==> config.mk <==
export PLATFORM = sky130hd
export DESIGN_NAME = ckerng_ctrl
export DESIGN_NICKNAME = d
export VERILOG_FILES = /design/src/hw/rtl/ckerng_pkg.sv /design/src/hw/rtl/ckerng_ctrl.sv
export SDC_FILE = /design/constraint.sdc
export NUM_CORES = 1
export LEC_CHECK = 0
export ABC_AREA = 0
export BUFFER_PORTS_ARGS = -buffer_cell sky130_fd_sc_hd__buf_4
export CAP_MARGIN = 20
export CORE_MARGIN = 2
export CORE_UTILIZATION = 49
export DETAILED_ROUTE_END_ITERATION = 12
export GPL_TIMING_DRIVEN = 0
export MAX_ROUTING_LAYER = met4
export PLACE_DENSITY = 0.86
export SYNTH_ARGS = -nofsm -noshare
export SYNTH_HDL_FRONTEND = slang
export SYNTH_SLANG_ARGS = --single-unit
export TNS_END_PERCENT = 1
==> constraint.sdc <==
create_clock -name clk -period 6 [get_ports clk]
set_input_delay 0.3 -clock clk [delete_from_list [all_inputs] [get_ports clk]]
set_output_delay 0.3 -clock clk [all_outputs]
set_load 0.02 [all_outputs]
==> src/hw/rtl/ckerng_pkg.sv <==
// ----------------------------------------------------------------------------
// ckerng_pkg
// Shared types, constants and helpers for the ChaCha20 key erasure generator.
// ----------------------------------------------------------------------------
`default_nettype none

package ckerng_pkg;

	localparam int unsigned MaxRequestBytes = 2048;
	localparam int unsigned KeyBytes = 32;
	localparam int unsigned CountW = 12;
	localparam int unsigned DoubleRounds = 10;

	localparam logic [31:0] Sigma0 = 32'h61707865;
	localparam logic [31:0] Sigma1 = 32'h3320646e;
	localparam logic [31:0] Sigma2 = 32'h79622d32;
	localparam logic [31:0] Sigma3 = 32'h6b206574;

	localparam logic ReqAbsorb = 1'b0;
	localparam logic ReqGenerate = 1'b1;

	typedef logic [31:0] word_t;
	typedef word_t [15:0] blk_t;

	typedef enum logic [2:0] {
		ST_IDLE,
		ST_LOAD,
		ST_ROUND,
		ST_FINISH,
		ST_OUT
	} state_t;

	typedef struct packed {
		logic absorb_mix;
		logic load;
		logic round_even;
		logic round_odd;
		logic finish;
	} cmd_t;

	function automatic word_t rotl(input word_t v, input int unsigned n);
		rotl = (v << n) | (v >> (32 - n));
	endfunction

	function automatic logic [127:0] qr(input word_t a, input word_t b,
			input word_t c, input word_t d);
		word_t a1, b1, c1, d1;
		a1 = a + b; d1 = rotl(d ^ a1, 16);
		c1 = c + d1; b1 = rotl(b ^ c1, 12);
		a1 = a1 + b1; d1 = rotl(d1 ^ a1, 8);
		c1 = c1 + d1; b1 = rotl(b1 ^ c1, 7);
		qr = {d1, c1, b1, a1};
	endfunction

endpackage

`default_nettype wire

==> src/hw/rtl/ckerng_ctrl.sv <==
// ----------------------------------------------------------------------------
// ckerng_ctrl
// Sequencer for absorb and generate requests and the output register.
// ----------------------------------------------------------------------------
`default_nettype none

module ckerng_ctrl #(
	parameter int unsigned MAX_REQUEST_BYTES = ckerng_pkg::MaxRequestBytes
) (
	input  wire logic                clk,
	input  wire logic                arst_n,
	input  wire logic                in_valid,
	output logic                     in_stall,
	input  wire logic                req_type,
	input  wire logic [11:0]         byte_count,
	output logic                     out_valid,
	input  wire logic                out_stall,
	output logic [5:0]               valid_bytes,
	output logic                     last_block,
	output ckerng_pkg::cmd_t         cmd,
	output logic                     absorb,
	output logic [5:0]               ent_len
);

	ckerng_pkg::state_t state_q, state_d;
	logic [4:0] rnd_q;
	logic [11:0] rem_q;
	logic absorb_q;
	logic ov_q;
	logic [5:0] vb_q;
	logic last_q;
	logic acc;
	logic [11:0] req_len;
	logic [11:0] take;

	assign acc = in_valid && !in_stall;
	assign in_stall = (state_q != ckerng_pkg::ST_IDLE);
	assign req_len = (byte_count > 12'(MAX_REQUEST_BYTES)) ? 12'(MAX_REQUEST_BYTES) : byte_count;
	assign take = (rem_q < 12'd32) ? rem_q : 12'd32;
	assign ent_len = (byte_count > 12'd32) ? 6'd32 : byte_count[5:0];
	assign absorb = absorb_q;

	always_comb begin
		state_d = state_q;
		case (state_q)
			ckerng_pkg::ST_IDLE: begin
				if (acc && byte_count != 12'd0) begin
					state_d = ckerng_pkg::ST_LOAD;
				end
			end
			ckerng_pkg::ST_LOAD: state_d = ckerng_pkg::ST_ROUND;
			ckerng_pkg::ST_ROUND: begin
				if (rnd_q == 5'd19) begin
					state_d = ckerng_pkg::ST_FINISH;
				end
			end
			ckerng_pkg::ST_FINISH: begin
				if (absorb_q) begin
					state_d = ckerng_pkg::ST_IDLE;
				end else begin
					state_d = ckerng_pkg::ST_OUT;
				end
			end
			ckerng_pkg::ST_OUT: begin
				if (!ov_q) begin
					state_d = (rem_q == 12'd0) ? ckerng_pkg::ST_IDLE : ckerng_pkg::ST_LOAD;
				end
			end
			default: state_d = ckerng_pkg::ST_IDLE;
		endcase
	end

	always_comb begin
		cmd = '0;
		case (state_q)
			ckerng_pkg::ST_IDLE: cmd.absorb_mix = acc && req_type == ckerng_pkg::ReqAbsorb
				&& byte_count != 12'd0;
			ckerng_pkg::ST_LOAD: cmd.load = 1'b1;
			ckerng_pkg::ST_ROUND: begin
				cmd.round_even = !rnd_q[0];
				cmd.round_odd = rnd_q[0];
			end
			ckerng_pkg::ST_FINISH: cmd.finish = 1'b1;
			default: cmd = '0;
		endcase
	end

	always_ff @(posedge clk or negedge arst_n) begin
		if (!arst_n) begin
			state_q <= ckerng_pkg::ST_IDLE;
			rnd_q <= '0;
			rem_q <= '0;
			absorb_q <= 1'b0;
			ov_q <= 1'b0;
			vb_q <= '0;
			last_q <= 1'b0;
		end else begin
			state_q <= state_d;
			if (acc) begin
				absorb_q <= (req_type == ckerng_pkg::ReqAbsorb);
				rem_q <= req_len;
			end
			if (state_q == ckerng_pkg::ST_ROUND) begin
				rnd_q <= rnd_q + 5'd1;
			end else begin
				rnd_q <= '0;
			end
			if (state_q == ckerng_pkg::ST_FINISH && !absorb_q) begin
				ov_q <= 1'b1;
				vb_q <= take[5:0];
				rem_q <= rem_q - take;
				last_q <= (rem_q == take);
			end else if (ov_q && !out_stall) begin
				ov_q <= 1'b0;
			end
		end
	end

	assign out_valid = ov_q;
	assign valid_bytes = vb_q;
	assign last_block = last_q;

endmodule

`default_nettype wire

==> metrics.txt, run 1 <==
area grow syn2layout=25.59%; number of global-route vias before repair=1467; setup TNS=0 ns; Global Route met2 Usage=0.3504; Die H=61.82 um; startpoint types=register; fin nets=250; #FFs+latches synth=29; async set-or-reset flop fraction in the synthesized netlist=1.000; Placed Area=1974 sq um; RSZ-0062 raised after global routing=no; WP buf/inv=1; Hold/Removal Path Class=primary input to register; YS warnings=0; status=complete, no violations; per-cell routed wire length=14.75 um; largest net degree at the start of global routing=30; starting density of the core=0.5236; met3 usage=0.06832; Total Routed Length=4055 um; Tot GR Track Use=0.2512; Hold Vio Cnt, Final=0; DP Wirelength=2950 um; CTS tree=yes; Final period util=0.4423; gr ovfl total=0; Slew @ Worst Pin=0.6344 ns; Max Clock Freq=376.8 MHz; area of the core=3128 sq um; relative slew slack=0.5715; Leak Pwr=0.0009713 uW; Min Clock Period, post-route=2.654 ns; Max rail drop VDD=0.0002198 V; final setup fails=0; Power Density=433.5 nW/um^2; n_diodes=0; Net Count, Synth=205; Clock Pin Slew Worst Setup and Hold Paths=0.10 ns; DRT iter0 DRCs=105; via/cell ratio=5.745; design area=2057 sq um; Die W=61.82 um; clock sinks=29; share of layout cells above drive strength 1=0.2165; critical path class=register to register; first-pass GRT wire length=6755 um; most frequent cells in the layout=36 x buf_4, 29 x dfrtp_1, 26 x nor2_1; critical path endpoint category=register; clock root buffer=clkbuf_4; Core Rows=20; post-synthesis cell type count=44; critical path's slowest cell=nor4_2; # port buffers=36; register area share after synthesis=0.4431; Worst-Skew Late Latency=0.35 ns; busiest grt layer=met2; post-CTS setup buffer count=0; WHS=0.1312 ns; DRC viols=0; Mean Syn Cell Area=8.805 sq um; Crit path required time=6.25 ns; Via Count=1580; commonest non-fill, non-tap cell in the layout=buf_4; most used cell, CP=nand2_1; Synth Instances=186; post-route ant nets=0; Post-synth EDFFs=0; met1 global-route usage=0.3413; Final Skew=0.01658 ns; maxcap violations=0; CP cell instances=nor4_2 -> nand2_1 -> nand2_1 -> ha_1 -> clkbuf_1 -> a31oi_1 -> o21a_1 -> a211oi_1; Worst Path Arrival=2.91 ns; DRT Pass-1 Iters=4; Inserted Clock Buffers=5; clock tree buffer depth=2; Crit path largest cell delay=0.61 ns; max-slew violations=0; Most used DFF post-synth=dfrtp_1; CTS H-tree depth=2; Die Area=3821 sq um; initial antenna violation count=0; IO Count=38; critical path peak fanout=10; GP Congestion=0.9200; area of the mapped netlist=1638 sq um; CP delay by family, top=simple AND/OR/NAND/NOR gates
area by class of cell:
type	count	area (sq um)
Buffer	12	51.30
Timing Repair Buffer	38	291.5
Sequential cell	29	725.7
Clock inverter	2	35.03
Multi-Input combinational cell	134	819.5
Tap cell	44	55.05
Fill cell	270	1071
Inverter	11	41.29
Clock buffer	5	37.54
layer usage:
layer	vias to the layer above	share of wire
li1	770	-
met1	745	0.45
met2	57	0.46
met3	8	0.061
met4	0	0.025
met5	-	0
worst paths after layout:
kind / start / endpoint / slack [ns] / cells past startpoint
setup / recovery: rem_q[6] / rem_q[8] / 3.35 / 8
hold / removal: req_type / absorb / 0.13 / 2
setup reg to reg: rem_q[6] / rem_q[8] / 3.35 / 8
hold reg to reg: last_block / last_block / 0.49 / 1
max in group asynchronous: arst_n / valid_bytes[2] / 5.31 / 2
min in group asynchronous: arst_n / absorb / 0.40 / 2
synth_stat cells (all sizes together) (2+ instances only):
master,n,area share
nand3,4,0.012
o41ai,3,0.016
o211ai,4,0.018
nor3b,2,0.0092
clkbuf,7,0.016
o31ai,4,0.018
nor3,5,0.015
a31oi,3,0.011
a211oi,4,0.018
and3,3,0.011
nand2b,3,0.011
a21oi,3,0.0092
nand3b,2,0.0092
a22o,6,0.032
nor2,26,0.060
nand2,20,0.046
o32ai,2,0.011
or4,3,0.014
dfrtp,29,0.44
o21ai,8,0.024
xnor2,2,0.011
xor2,2,0.011
ha,2,0.015
or3,5,0.019
buf,5,0.015
inv,11,0.025
power breakdown:
group	switching [uW]	internal [uW]	leakage (uW)
logic	251	168	0.000551
registers	56.9	258	0.000379
clock network	72.8	84.7	0.0000410
total	381	511	0.000971
stage by stage:
step	cells	setup slack, ns	util	total power, uW
after floorplan	186	3.810	-	593.0
after global placement	266	3.392	0.6276	713.9
after detailed placement	267	3.443	0.6312	733.2
after CTS	275	3.425	0.6576	889.9
after global routing	275	3.092	0.6576	958.2
final	275	3.346	0.6576	891.6
registers in the layout, indices dropped and copies added, names as in the netlist:
register / cells
valid_bytes: 6
state_q: 3
last_block: 1
out_valid: 1
absorb: 1
rem_q: 12
rnd_q: 5
kinds of logic after synthesis:
logic type	share of synthesized area
simple gates	0.2445
flops	0.4431
fa+ha+maj	0.01528
other cells	0.002290
compound gates	0.2170
xor+xnor	0.02139
buf+inv	0.05653
worst reg2reg max path, cell delays in order, from the launching register on:
cell and delay [ns]:
dfrtp_1 0.45, nor4_2 0.61, nand2_1 0.28, nand2_1 0.15, ha_1 0.17, clkbuf_1 0.33
a31oi_1 0.21, o21a_1 0.21, a211oi_1 0.16
what timing repair did:
action | 4_1_cts | 5_1_grt
resized for setup | 0 | 0
hold endpoints to repair | 29 | 0
hold buffers | 1 | 0
No activity file was read; power rests on OpenSTA's default activity.
==> run 2, diff against run 1 <==
CORE_UTILIZATION = 48   (was 49)
PLACE_DENSITY = 0.87   (was 0.86)
clock period = 2.2 ns   (was 6 ns; I/O delays follow)
==> metrics.txt, run 2 (same netlist as run 1, synthesis figures left out) <==
Die H=62.42 um (+0.97%); Hold Path Cell Cnt=3 (+1); Crit path required time=2.09 ns (-4.16 ns); number of global-route vias before repair=1435 (-2.2%); Largest register FFs=12 (unchanged); Max Clock Freq=492.7 MHz; Inserted Clock Buffers=5 (unchanged); n_diodes=0 (unchanged); cells on worst reg2reg path=9 (+1); Hold Crit Start=byte_count[5]; WP buf/inv=2 (+1); Hold Vio Cnt, Final=0 (unchanged); Slew @ Worst Pin=0.6658 ns (+0.03141 ns); max-slew violations=0 (unchanged); Hold/Removal Path Class=primary input to register; RSZ-0062 raised after global routing=no; Tot GR Track Use=0.2181 (-0.03309); Worst-Skew Late Latency=0.34 ns (about the same); R2R setup slack=0.19 ns (-3.16 ns); DP Cell Count=269 (+0.75%); gr ovfl total=0 (unchanged); relative slew slack=0.5503 (-0.02121); DRT Pass-1 Iters=4 (unchanged); per-cell routed wire length=13.67 um (-7.3%); via/cell ratio=5.660 (-1.5%); starting density of the core=0.4947 (-0.02889); RR Endpoint=rem_q[8]; Via Count=1596 (+1.0%); pre-CTS WS=-0.3378 ns (-3.781 ns); DRC viols=0 (unchanged); Total Routed Length=3854 um (-5.0%); fin util=0.6466 (-0.01096); most used cell, CP=buf_4; CTS tree=yes; clock sinks=29 (unchanged); Clock Pin Slew Worst Setup and Hold Paths=0.09 ns (about the same); IO Count=38 (unchanged); fin worst setup slack=0.1702 ns (-3.176 ns); post-route ant nets=0 (unchanged); busiest grt layer=met2; Global Route met2 Usage=0.3427 (-0.007634); most frequent cells in the layout=39 x buf_4, 28 x dfrtp_1, 26 x nor2_1; area grow syn2layout=30.71%; DP Wirelength=2863 um (-2.9%); Multi-input gate area=847.1 sq um (+3.4%); first-pass GRT wire length=6548 um (-3.1%); area of the core=3311 sq um (+5.8%); met1 global-route usage=0.2713 (-0.06994); fill cell count=287 (+6.3%); Final period util=0.9226; final setup fails=0 (unchanged); maxcap violations=0 (unchanged); Final Power=2552 uW (+190%); CP delay by family, top=simple AND/OR/NAND/NOR gates; non-filler instance count after layout=282 (+2.5%); Leak Pwr=0.001006 uW (+3.6%); clock root buffer=clkbuf_4; critical path endpoint category=primary output; largest net degree at the start of global routing=30 (unchanged); CTS H-tree depth=2 (unchanged); met3 usage=0.05586 (-0.01247); Die W=62.42 um (+0.97%); setup TNS=0 ns (unchanged); Core Rows=21 (+5.0%); worst hold endpoint=rem_q[5]; Crit path largest cell delay=0.57 ns (-0.04 ns); status=complete, no violations; share of layout cells above drive strength 1=0.2500 (+0.03355); # port buffers=36 (unchanged); sequential cell area=726.9 sq um (+0.17%); commonest non-fill, non-tap cell in the layout=buf_4; CP cell instances=buf_4 -> or4_1 -> or3_1 -> o41ai_1 -> nor2_1 -> buf_4; Die Area=3896 sq um (+2.0%); Power Density=1192 nW/um^2 (+170%); DRT iter0 DRCs=54 (-49%); initial antenna violation count=0 (unchanged); Worst Path Arrival=1.92 ns (-0.99 ns); Worst R2R Start=rem_q[5]; critical path peak fanout=2 (-8); critical path's slowest cell=o41ai_1; Max rail drop VDD=0.0004827 V (+120%); critical path class=primary input to primary output; Min Clock Period, post-route=2.030 ns; Biggest register=rem_q; Final Skew=0.008853 ns (-0.007724 ns); startpoint types=primary input; GP Congestion=0.9163 (-0.40%); fin nets=254 (+1.6%); clock tree buffer depth=2 (unchanged)
run 2: how the worst max path moves through the flow:
stage | start | endpoint | slack (ns) | cells after the start
after floorplan | rem_q[6] | rem_q[8] | 0.01 | 8
after global placement | rem_q[6] | rem_q[8] | -0.30 | 8
after detailed placement | rem_q[8] | rem_q[8] | -0.34 | 9
after CTS | rem_q[5] | rem_q[8] | 0.09 | 9
after global routing | rem_q[5] | rem_q[8] | 0.007 | 9
final | byte_count[1] | cmd[4] | 0.17 | 6
run 2: cell type report:
class / instances / area share
plain buffers: 11 / 0.02396
clock buffers: 6 / 0.02396
clock inverters: 2 / 0.01753
inverters: 11 / 0.01929
multi-input cells: 134 / 0.3957
flip-flops and latches: 29 / 0.3396
well taps: 46 / 0.02688
repair buffers: 43 / 0.1531
run 2: where the power goes:
| group | total (uW) | internal [uW] | switching, uW |
|---|---|---|---|
| sequential | 893 | 705 | 187 |
| clock | 471 | 270 | 201 |
| combinational | 1190 | 513 | 675 |
| total | 2550 | 1490 | 1060 |
run 2: per-layer routing:
layer  up-vias  part of all wire  wire [um]
met2        57              0.47       1797
met4         0             0.022         86
met5         -                 0          0
met1       758              0.44       1679
li1        772                 -          -
met3         9             0.075        290
run 2: worst min-delay path, stage by stage:
cell and delay (ns):
buf_4 0.09, a32oi_1 0.05, nand2_1 0.06
run 2: timing repair:
item / 4_1_cts / 5_1_grt
gates resized for setup: 3 / 6
hold buffers: 3 / 0
hold endpoints to repair: 31 / 0
pin swaps: 1 / 1
setup buffers: 1 / 2
endpoints found under the setup margin: 5 / 5
run 2: per-stage QoR:
step,cell area [sq um],hold slack (ns)
final,2141,0.005469
after floorplan,1638,-0.1856
after CTS,2112,0.0009805
after global routing,2141,0.005262
after detailed placement,1971,0.05230
after global placement,1966,0.05152
